File: src/rtl/ppat_pkg.sv
// shared types, codes and defaults for the page protect alias translator
package ppat_pkg;

	// default geometry
	localparam int ADDR_BITS_DEF     = 24;
	localparam int PAGE_BITS_DEF     = 12;
	localparam int ALIAS_ENTRIES_DEF = 8;

	// operation codes of a request transaction
	typedef enum logic [2:0] {
		ACT_COMMIT  = 3'd0,
		ACT_PROTECT = 3'd1,
		ACT_MAP     = 3'd2,
		ACT_UNMAP   = 3'd3,
		ACT_RCHECK  = 3'd4,
		ACT_WCHECK  = 3'd5
	} act_t;

	// page access modes
	localparam logic [1:0] MODE_NONE = 2'd0;
	localparam logic [1:0] MODE_RW   = 2'd2;

	// one entry of the page table
	typedef struct packed {
		logic       committed;
		logic [1:0] mode;
	} page_ent_t;

	// alias table write commands
	typedef struct packed {
		logic load;
		logic drop;
	} alias_cmd_t;

	// alias table compare results for the entry under scan
	typedef struct packed {
		logic valid;
		logic hit;
		logic overlap;
		logic start_eq;
	} alias_res_t;

	// sequencer states
	typedef enum logic [3:0] {
		ST_CLEAR,
		ST_IDLE,
		ST_DECODE,
		ST_SCAN,
		ST_RANGE,
		ST_PG_RD,
		ST_PG_CHK,
		ST_PG_WR,
		ST_DONE
	} state_t;

endpackage

File: src/rtl/ppat_alias_tbl.sv
// alias window table with the shared window compare unit
module ppat_alias_tbl
	import ppat_pkg::*;
#(
	parameter int ADDR_BITS     = 24,
	parameter int ALIAS_ENTRIES = 8,
	parameter int IW            = 3
) (
	input  logic                 clk,
	input  logic                 arst_n,
	input  logic [IW-1:0]        idx,
	input  logic [IW-1:0]        wr_idx,
	input  alias_cmd_t           cmd,
	input  logic [ADDR_BITS-1:0] q_addr,
	input  logic [ADDR_BITS+1:0] q_end,
	input  logic [ADDR_BITS-1:0] q_src,
	input  logic [ADDR_BITS:0]   q_len,
	output alias_res_t           res,
	output logic [ADDR_BITS-1:0] backing
);

	logic [ALIAS_ENTRIES-1:0] valid_q;
	logic [ADDR_BITS-1:0]     dst_q [ALIAS_ENTRIES];
	logic [ADDR_BITS-1:0]     src_q [ALIAS_ENTRIES];
	logic [ADDR_BITS:0]       len_q [ALIAS_ENTRIES];

	logic [ADDR_BITS-1:0] e_dst;
	logic [ADDR_BITS+1:0] e_end;
	logic [ADDR_BITS+1:0] q_start;

	// entry valid bits
	always_ff @(posedge clk or negedge arst_n) begin
		if (!arst_n) begin
			valid_q <= '0;
		end else begin
			if (cmd.load) begin
				valid_q[wr_idx] <= 1'b1;
			end
			if (cmd.drop) begin
				valid_q[idx] <= 1'b0;
			end
		end
	end

	// window fields
	always_ff @(posedge clk) begin
		if (cmd.load) begin
			dst_q[wr_idx] <= q_addr;
			src_q[wr_idx] <= q_src;
			len_q[wr_idx] <= q_len;
		end
	end

	// compare the scanned window against the query range
	always_comb begin
		e_dst        = dst_q[idx];
		e_end        = {2'b00, e_dst} + {1'b0, len_q[idx]};
		q_start      = {2'b00, q_addr};
		res.valid    = valid_q[idx];
		res.hit      = (q_addr >= e_dst) && (q_start < e_end) && (q_end <= e_end);
		res.overlap  = (q_start < e_end) && ({2'b00, e_dst} < q_end);
		res.start_eq = (e_dst == q_addr);
		backing      = src_q[idx] + (q_addr - e_dst);
	end

endmodule

File: config.mk
export PLATFORM = sky130hd
export DESIGN_NAME = ppat_alias_tbl
export DESIGN_NICKNAME = d
export VERILOG_FILES = /design/src/rtl/ppat_pkg.sv /design/src/rtl/ppat_alias_tbl.sv
export SDC_FILE = /design/constraint.sdc
export NUM_CORES = 1
export LEC_CHECK = 0
export BUFFER_PORTS_ARGS = -buffer_cell sky130_fd_sc_hd__buf_2
export CORE_MARGIN = 4
export CORE_UTILIZATION = 31
export DETAILED_ROUTE_END_ITERATION = 7
export PLACE_DENSITY = 0.54
export SYNTH_ARGS = -nofsm -noshare
export SYNTH_HDL_FRONTEND = slang
export SYNTH_SLANG_ARGS = --single-unit
export TNS_END_PERCENT = 30
File: constraint.sdc
create_clock -name clk -period 12.4 [get_ports clk]
set_input_delay 3.1 -clock clk [delete_from_list [all_inputs] [get_ports clk]]
set_output_delay 3.1 -clock clk [all_outputs]
set_load 0.01 [all_outputs]
======== Word-level counts from Yosys, hierarchy flattened ========
Memory sizes are Yosys's and may differ from the RTL's.
Cells that the tools add are included.
storage, ports and cells
  bits of input ports ..................... 109
  output and inout port bits .............. 28
  RAM bits ................................ 584
  memories ................................ 3
  register bits ........................... 8
  word-level logic and storage cells ...... 34
cells by class
  bitwise gates (word level) .............. 3
  multiplexer cells ....................... 10
  eq/ne operators ......................... 1
  magnitude comparators ................... 8
  add/sub/neg operators ................... 3
  reduce and logical (&&, ||, !) cells .... 5
memories
  name   words  bits a word  read ports  clocked after Yosys merged registers in  wr ports  RTL line              source
  len_q  8      25           1           0                                        1         ppat_alias_tbl.sv:25  logic [ADDR_BITS:0] len_q [ALIAS_ENTRIES];
  dst_q  8      24           1           0                                        1         ppat_alias_tbl.sv:23  logic [ADDR_BITS-1:0] dst_q [ALIAS_ENTRIES];
  src_q  8      24           1           0                                        1         ppat_alias_tbl.sv:24  logic [ADDR_BITS-1:0] src_q [ALIAS_ENTRIES];
operator list
  cell                                                                number
  less-than comparator 24 x 26 -> 1 bit                               2
  adder 24 x 25 -> 26 bit                                             1
  <= comparator 26 bit                                                1
  adder 24 bit                                                        1
  equality test 24 bit                                                1
  greater-or-equal comparator 24 bit                                  1
  subtractor 24 bit                                                   1
  2-to-1 mux 8 bit                                                    2
  AND 8 bit                                                           1
  less-than comparator 3 x 4 -> 1 bit (second input constant)         2
  inverter 8 bit                                                      1
  OR 8 bit                                                            1
  demux 1 bit (select 3 bit)                                          2
  greater-or-equal comparator 3 x 1 -> 1 bit (second input constant)  2
  logical AND 1 bit                                                   5
  2-to-1 mux 1 bit                                                    5
  binary-select mux 1 bit (select 3 bit)                              1

======== Logic depth before layout (Yosys ltp) ========
Gate-level depths: netlist of the first run.
  depth after elaboration ................. 8
  gate-level depth with buffers ........... 28
  mapped depth without buffers ............ 25

======== Least setup slack after synthesis of the first run ========
OpenSTA, ideal clock, no wires.
  kind .................................... input-to-output
  start ................................... in idx[0]
  end ..................................... out res[1] (netlist name)
  required time ........................... 9.300 ns
  arrival ................................. 8.638 ns
  slack ................................... 0.662 ns
  buffers on the path ..................... 3
  stages on the path ...................... 26
  path through ............................ buf_2 -> clkbuf_1 -> buf_1 -> mux4_2 -> mux2i_1 -> inv_1 -> ha_1 -> a211oi_1 -> o21ai_0 -> nand2_1 -> a21boi_1 -> a211o_1 -> a21o_1 -> a21oi_1 -> xor2_1 -> ha_1 -> a21oi_1 -> nor2b_1 -> o211ai_1 -> o211ai_1 -> a21o_1 -> maj3_2 -> o22ai_1 -> nand3_1 -> and4b_1 -> nor3_2
RTL lines
  item                RTL line              source
  start: declaration  ppat_alias_tbl.sv:11  input logic [IW-1:0] idx,
  end: declaration    ppat_alias_tbl.sv:18  output alias_res_t res,

==> impl_metrics.csv, run 1 <==
group,metric,value,unit
floorplan,rows,108,
yosys,yosysSeqAreaShare,0.647,
floorplan,initial_utilization,0.314,
clock_tree,clock-sinks,592,
min_path,min_path_type,"flip-flop to flip-flop",
clock_tree,cts_max_path_buffers,3,
setup_path,path_buf_inv,4,
global_routing,use_met2,0.256,
flow_run,cap_violations,0,
power,p_total,0.00518,W
global_routing,grt_first_pass_wirelength,106000,um
final_layout,drive_gt1_frac,0.250,
drt,vias,14900,
final_layout,fillCellCount,8265,
clock_tree,post_cts_buffers,0,
timing,fmax,84.3,MHz
yosys,ys_warn_count,0,
final_layout,layout_commonest_cell,"edfxtp_1",
global_routing,antenna_found_initial,10,
placement,portBuffers,136,
status,status,"complete, no violations",
final_layout,areaGrowthSynthToFinish,15.6,%
global_routing,grt_pass1_vias,15700,
setup_path,critPathArrivalTime,8760,ps
global_routing,grt_util_met3,0.0256,
yosys,syn_nets,1861,
setup_path,crit_path_max_incr_delay,560,ps
power,p_per_area,163,nW/um^2
floorplan,die_x,305,um
clock_tree,ctsResizeCount,0,
setup_path,crit_family,"compound AO/OA/AOI/OAI gates",
timing,maxSlewViolCount,0,
drt,drtAntennaViolNets,0,
clock_tree,clk_pin_slew_worst_paths,60,ps
clock_tree,holdBufCountCts,0,
yosys,ys_ff_latch,592,
global_routing,top_usage_layer,"met2",
timing,setup_viol,0,
setup_path,cpMostUsedCell,"a21o_1",
setup_path,required,9300,ps
placement,placedInstanceArea,29700,sq um
yosys,synthCells,1588,
final_layout,finalNetCount,2046,
drt,vias_per_cell,5.03,
timing,fin_skew,0,ps
placement,dp_hpwl,49300,um
floorplan,die_h,305,um
clock_tree,cts_tree,"built",
timing,slew_headroom,0.314,
final_layout,fin_util,0.363,
drt,wl,72200,um
setup_path,endpoint_kind,"output port",
power,p_leak,11.4,nW
global_routing,grt-ovfl-total,0,
timing,tightest_slew,1030,ps
placement,place.gp.congestion,0.917,
timing,fin_crit,11860,ps
yosys,synth_top_cell_by_area,"edfxtp_1",
setup_path,path_max_fanout,42,
global_routing,grt_util_met1,0.212,
setup_path,crit_type,"input pin to output port",
yosys,ys.flop_type,"edfxtp_1",
floorplan,die-area,93200,sq um
power,vdd_drop_max,0.109,mV
global_routing,grt_max_degree,60,
floorplan,io_pins,137,
clock_tree,cts_max_level,2,
clock_tree,numCtsBuffers,58,
drt,wire_per_inst,24.3,um
yosys,async_flop_share,0.0135,
timing,fin_tns_setup,0,ps
setup_path,startpoint_type,"input pin",
floorplan,core_area,87300,sq um
timing,min_period_over_period,0.956,
timing,rsz0062_at_grt,"false",
clock_tree,clock_latency,620,ps
global_routing,grt_use_total,0.153,
setup_path,crit_slowest_cell,"mux4_2",
final_layout,stdcell_area,31700,sq um
yosys,synth_top_area_share,0.640,
drt,firstDrtPassIters,7,
drt,first_iter_violations,1187,
drt,drcViolationCount,0,
yosys,syn_area_per_cell,17.3,sq um
yosys,synth_cell_types,66,
timing,hold_viol_final,0,
yosys,synth_edf_count,584,
setup_path,ff2ff_setup_slack,11730,ps
yosys,synth_area_leaders,"edfxtp_1 64%, mux4_2 12%, ha_1 6.4%",
final_layout,layout_common_cells,"584 x edfxtp_1, 148 x mux4_2, 140 x ha_1",
clock_tree,cts-root-buf,"clkbuf_16",
yosys,syn_area,27400,sq um
## worst paths after layout
path                                 start          to  depth (start not counted)
worst max-delay path                idx[0]      res[1]                         25
worst min-delay path            valid_q[4]  valid_q[4]                          1
worst max register to register  valid_q[3]  valid_q[3]                          2
worst min register to register  valid_q[4]  valid_q[4]                          1
max in group asynchronous           arst_n  valid_q[1]                          1
min in group asynchronous           arst_n  valid_q[2]                          1
## layer usage
metal / routed length (um) / up-vias
met5: 21 / -
met2: 34800 / 385
met1: 32300 / 7799
li1: - / 6665
met3: 3760 / 92
met4: 1300 / 4
## per-stage QoR
stage	std cells	setup slack, ps	hold slack (ps)
global placement	2868	537	474
CTS	2972	547	505
global route	2972	92.4	516
floorplan	1588	662	465
detailed placement	2868	558	491
finish	2974	543	503
## synth_stat cells, drive strengths merged (3+ instances only)
cell,number
a31oi,7
nand2b,16
o22ai,3
o21ai,40
fa,24
nand4,12
and3,8
a21o,28
nand3,17
nor2,48
a21boi,3
buf,17
or4,6
xnor2,30
nand2,43
mux2,25
mux4,148
edfxtp,584
a211oi,11
nor2b,10
ha,140
o21a,4
mux2i,47
a211o,6
a221oi,4
dfrtp,8
o32a,4
o211ai,6
inv,134
xor2,13
clkbuf,28
or3,3
and2,3
nor3,16
a21oi,63
## registers in the layout, indices dropped and copies added (netlist names)
| register | count |
|---|---|
| src_q | 192 |
| dst_q | 192 |
| valid_q | 8 |
| len_q | 200 |
## cells by family (layout without fill, tap and decap cells)
| family | Yosys count | after routing | share of synthesized area |
|---|---|---|---|
| AOI/OAI and AO/OA | 199 | 199 | 0.0484 |
| xor gates and xnor gates | 43 | 43 | 0.0137 |
| adders and majority gates | 166 | 166 | 0.0822 |
| buffers and inverters | 179 | 408 | 0.0247 |
| DFF | 592 | 592 | 0.647 |
| muxes | 220 | 220 | 0.149 |
| other | 0 | 2 | 0 |
| and+or+nand+nor | 189 | 189 | 0.0347 |
## final cells by class
type | count | area (sq um) | share of cell area
timing repair buffer | 170 | 1000 | 0.0317
inverter | 134 | 503 | 0.0159
clock inverter | 29 | 353 | 0.0111
antenna | 2 | 5.00 | 0.000158
multi-input combinational | 817 | 9050 | 0.286
clock buffer | 75 | 1590 | 0.0501
sequential | 592 | 17700 | 0.560
tap | 1155 | 1450 | 0.0456
## report_power, final
| part | leakage (nW) | switching (W) | internal (W) |
|---|---|---|---|
| clock network | 0.939 | 0.000744 | 0.00105 |
| logic | 5.02 | 0.000666 | 0.000433 |
| registers | 5.40 | 0.0000156 | 0.00227 |
Note: power is estimated with default switching activity, not from simulation.
==> run 2: changes to the inputs <==
BUFFER_PORTS_ARGS = not set   (was -buffer_cell sky130_fd_sc_hd__buf_2)
DONT_BUFFER_PORTS = 1   (was not set)
PLACE_DENSITY = 0.53   (was 0.54)
==> impl_metrics.csv, run 2 (synthesis results as in run 1) <==
group,metric,value,unit
global_routing,grt_pass1_vias,14600,
clock_tree,ctsResizeCount,0,
timing,tightest_slew,1060,ps
clock_tree,clock_latency,620,ps
floorplan,die_x,305,um
setup_path,path_max_fanout,152,
floorplan,die_h,305,um
timing,maxSlewViolCount,0,
drt,vias,14000,
timing,rsz0062_at_grt,"false",
setup_path,required,9300,ps
clock_tree,numCtsBuffers,57,
final_layout,drive_gt1_frac,0.180,
timing,hold_viol_final,0,
final_layout,stdcell_area,30800,sq um
status,status,"complete, no violations",
drt,drcViolationCount,0,
clock_tree,holdBufCountCts,0,
timing,fin_skew,0,ps
timing,fin_tns_setup,0,ps
clock_tree,cts-root-buf,"clkbuf_16",
clock_tree,post_cts_buffers,0,
global_routing,grt_max_degree,153,
final_layout,reg.largest.list,"len_q x200, dst_q x192, src_q x192",
final_layout,fillCellCount,8297,
drt,wl,70000,um
power,internal-power,0.00367,W
timing,slew_headroom,0.292,
drt,firstDrtPassIters,7,
floorplan,rows,108,
final_layout,layout_commonest_cell,"edfxtp_1",
power,vdd_drop_max,0.0996,mV
setup_path,crit_type,"input pin to output port",
power,p_sw,0.00133,W
final_layout,finalNetCount,1890,
final_layout,multi_input_area,9050,sq um
clock_tree,cts_max_path_buffers,3,
drt,drtAntennaViolNets,0,
final_layout,regArea,17700,sq um
global_routing,antenna_found_initial,6,
timing,min_period_over_period,0.964,
final_layout,largest_reg_flops,200,
power,swShare,0.266,
setup_path,startpoint_type,"input pin",
final_layout,fin_util,0.353,
timing,fin_crit,11950,ps
min_path,min_path_type,"flip-flop to flip-flop",
drt,first_iter_violations,834,
global_routing,grt_use_total,0.149,
power,seq_power_share,0.458,
floorplan,die-area,93200,sq um
placement,placedInstanceArea,28800,sq um
floorplan,core_area,87300,sq um
setup_path,critPathArrivalTime,8850,ps
global_routing,grt_first_pass_wirelength,103000,um
drt,wire_per_inst,24.8,um
clock_tree,clk_pin_slew_worst_paths,60,ps
timing,fmax,83.7,MHz
floorplan,initial_utilization,0.314,
final_layout,areaGrowthSynthToFinish,12.3,%
drt,vias_per_cell,4.97,
placement,dp_hpwl,45800,um
power,p_comb_frac,0.189,
placement,place.gp.congestion,0.892,
power,p_per_area,162,nW/um^2
setup_path,endpoint_kind,"output port",
clock_tree,cts_tree,"built",
power,clkPwrFrac,0.354,
clock_tree,clock-sinks,592,
global_routing,grt-ovfl-total,0,
timing,setup_viol,0,
final_layout,layout_common_cells,"584 x edfxtp_1, 148 x mux4_2, 140 x ha_1",
placement,portBuffers,0,
final_layout,regMostFlops,"len_q",
flow_run,cap_violations,0,
clock_tree,cts_max_level,2,
floorplan,io_pins,137,
power,p_leak,10.7,nW
-- run 2: changes by cell type in the layout (fill, tap and decap cells not counted), moves of 4 or more --
cell	delta
buf_2	-133
clkbuf_8	-5
buf_4	-16
buf_12	-4
clkinv_1	+4
clkinv_2	+5
-- run 2: cell type report --
cell class / count / share of cell area
Sequential cell: 592 / 0.576
Clock buffer: 68 / 0.0484
Inverter: 134 / 0.0163
Antenna cell: 3 / 0.000244
Tap cell: 1155 / 0.0470
Timing Repair Buffer: 15 / 0.00366
Clock inverter: 39 / 0.0141
Multi-Input combinational cell: 817 / 0.294
-- run 2: worst max-delay path, cell delays in order --
cell and delay (ps):
mux4_2 580, mux2i_1 350, inv_1 170, ha_1 340
a211oi_1 350, o21ai_0 220, nand2_1 180, a21boi_1 140
a211o_1 400, a21o_1 200, a21oi_1 170, xor2_1 230
ha_1 280, a21oi_1 160, nor2b_1 70, o211ai_1 180
o211ai_1 120, a21o_1 180, maj3_2 310, o22ai_1 150
nand3_1 100, and4b_1 260, nor3_2 370
-- run 2: metal layers --
layer  GRT usage  vias to the layer above  routed length (um)
met5           0                        -                  60
met4      0.0304                        8                1150
met3      0.0496                       68                5130
met2       0.246                      278               33800
met1       0.193                     7320               29900
li1            -                     6357                   -
-- run 2: path summary, 6_finish.rpt --
check	startpoint	to	slack, ps	cells past startpoint
setup reg to reg	valid_q[0]	valid_q[0]	11700	2
hold / removal	valid_q[6]	valid_q[6]	500	1
min in group asynchronous	arst_n	valid_q[7]	2160	0
max in group asynchronous	arst_n	valid_q[0]	10170	0
hold reg to reg	valid_q[6]	valid_q[6]	500	1
setup / recovery	idx[0]	res[1]	450	23
-- run 2: power by group through the flow --
stage | Combinational (W) | Sequential [W] | Clock, W
finish | 0.000942 | 0.00229 | 0.00177
global route | 0.00104 | 0.00229 | 0.00190
CTS | 0.000949 | 0.00229 | 0.00182
detailed placement | 0.000943 | 0.00233 | 0
global placement | 0.000933 | 0.00233 | 0
floorplan | 0.000684 | 0.00233 | 0
-- run 2: stage by stage --
step / total power (W) / instances / hold slack, ps / setup WS, ps
global route: 0.00524 / 2820 / 516 / 116
finish: 0.00500 / 2823 / 501 / 449
floorplan: 0.00301 / 1588 / 465 / 662
CTS: 0.00505 / 2820 / 504 / 656
global placement: 0.00326 / 2713 / 474 / 710
detailed placement: 0.00327 / 2713 / 490 / 656
==> run 3: changes to the inputs <==
CORE_MARGIN = 2   (was 4)
REMOVE_ABC_BUFFERS = 1   (was not set)
==> impl_metrics.csv, run 3 (synthesis results as in run 1) <==
group,metric,value,unit
status,status,"complete, no violations",
setup_path,endpoint_kind,"output port",
timing,tightest_slew,1000,ps
power,p_leak,10.8,nW
global_routing,antenna_found_initial,2,
final_layout,finalNetCount,1890,
setup_path,required,9300,ps
floorplan,die_h,301,um
floorplan,core_area,88000,sq um
drt,wl,67600,um
clock_tree,cts-root-buf,"clkbuf_16",
final_layout,layout_commonest_cell,"edfxtp_1",
clock_tree,post_cts_buffers,0,
timing,hold_viol_final,0,
timing,fin_skew,0,ps
clock_tree,ctsResizeCount,0,
drt,first_iter_violations,951,
clock_tree,cts_max_level,2,
timing,maxSlewViolCount,0,
timing,rsz0062_at_grt,"false",
final_layout,areaGrowthSynthToFinish,12.7,%
setup_path,path_max_fanout,152,
clock_tree,clk_pin_slew_worst_paths,60,ps
final_layout,reg.largest.list,"len_q x200, dst_q x192, src_q x192",
global_routing,grt_pass1_vias,15200,
drt,wirelength_met1,27300,um
drt,vias,14200,
final_layout,largest_reg_flops,200,
power,vdd_drop_max,0.103,mV
timing,slew_headroom,0.329,
clock_tree,clock_latency,610,ps
final_layout,layout_common_cells,"584 x edfxtp_1, 148 x mux4_2, 140 x ha_1",
global_routing,grt-ovfl-total,0,
final_layout,fillCellCount,8164,
floorplan,rows,109,
global_routing,grt_first_pass_wirelength,99500,um
floorplan,io_pins,137,
setup_path,startpoint_type,"input pin",
clock_tree,cts_tree,"built",
timing,whs,517,ps
final_layout,stdcell_area,30900,sq um
placement,place.gp.congestion,0.848,
clock_tree,clock-sinks,592,
placement,portBuffers,0,
drt,wire_per_inst,23.9,um
final_layout,regMostFlops,"len_q",
power,p_per_area,164,nW/um^2
timing,min_period_over_period,0.954,
clock_tree,holdBufCountCts,0,
min_path,min_path_type,"flip-flop to flip-flop",
drt,drcViolationCount,0,
drt,wl_met3,5090,um
setup_path,crit_type,"input pin to output port",
setup_path,critPathArrivalTime,8730,ps
setup_path,ff2ff_setup_slack,11720,ps
clock_tree,cts_max_path_buffers,3,
placement,dp_hpwl,42400,um
floorplan,die_x,301,um
drt,firstDrtPassIters,6,
drt,vias_per_cell,5.01,
drt,drtAntennaViolNets,0,
drt,wl_met2,33500,um
final_layout,drive_gt1_frac,0.183,
drt,top_layer_used,"met5",
timing,fmax,84.5,MHz
floorplan,initial_utilization,0.312,
final_layout,fin_util,0.351,
clock_tree,numCtsBuffers,57,
placement,placedInstanceArea,28900,sq um
flow_run,cap_violations,0,
floorplan,die-area,90800,sq um
timing,fin_crit,11830,ps
final_layout,diodes,0,
global_routing,grt_max_degree,153,
global_routing,grt_use_total,0.149,
timing,setup_viol,0,
timing,fin_tns_setup,0,ps
-- run 3: changes by cell type in the layout (fill, tap and decap cells not counted), sizes merged --
cell / change
bufinv: +3
clkbuf: -6
clkinv: +1
clkinvlp: +1
diode: -3
inv: +2
-- run 3: layout make-up --
| class | count | area, sq um | area share |
|---|---|---|---|
| flip-flops and latches | 592 | 17700 | 0.574 |
| clock inverters | 46 | 538 | 0.0174 |
| well taps | 1165 | 1460 | 0.0472 |
| repair buffers | 15 | 113 | 0.00365 |
| multi-input cells | 817 | 9050 | 0.293 |
| inverters | 134 | 503 | 0.0163 |
| clock buffers | 62 | 1490 | 0.0482 |
-- run 3: worst paths after layout --
check	to	depth (start not counted)	start
worst max-delay path	res[1]	23	idx[0]
worst max register to register	valid_q[1]	2	valid_q[1]
worst min register to register	valid_q[5]	1	valid_q[5]
min in group asynchronous	valid_q[0]	0	arst_n
worst min-delay path	valid_q[5]	1	valid_q[5]
max in group asynchronous	valid_q[3]	0	arst_n
-- run 3: through the flow --
step / power, W / setup slack (ps) / cells
2_1_floorplan: 0.00299 / 1660 / 1543
3_3_place_gp: 0.00324 / 728 / 2723
3_5_place_dp: 0.00325 / 629 / 2723
4_1_cts: 0.00513 / 604 / 2831
5_1_grt: 0.00529 / 198 / 2831
6_report: 0.00507 / 569 / 2831
-- run 3: routing by layer --
metal | global-route usage | up-vias
met2 | 0.256 | 304
li1 | - | 6361
met4 | 0.0423 | 4
met1 | 0.179 | 7413
met3 | 0.0493 | 92
met5 | 0 | -
-- run 3: power breakdown --
group | switching (W) | internal [W] | total [W]
Clock | 0.000772 | 0.00110 | 0.00187
Combinational | 0.000542 | 0.000370 | 0.000912
Sequential | 0.0000156 | 0.00227 | 0.00229
-- run 3: critical path, cell delays in order --
cell and delay, ps:
mux4_2 530, mux2i_1 370, inv_1 190, ha_1 350, a211oi_1 360, o21ai_0 220, nand2_1 190, a21boi_1 170
a211o_1 400, a21o_1 200, a21oi_1 170, xor2_1 240, ha_1 290, a21oi_1 170, nor2b_1 60, o211ai_1 150
o211ai_1 120, a21o_1 180, maj3_2 310, o22ai_1 150, nand3_1 100, and4b_1 240, nor3_2 360
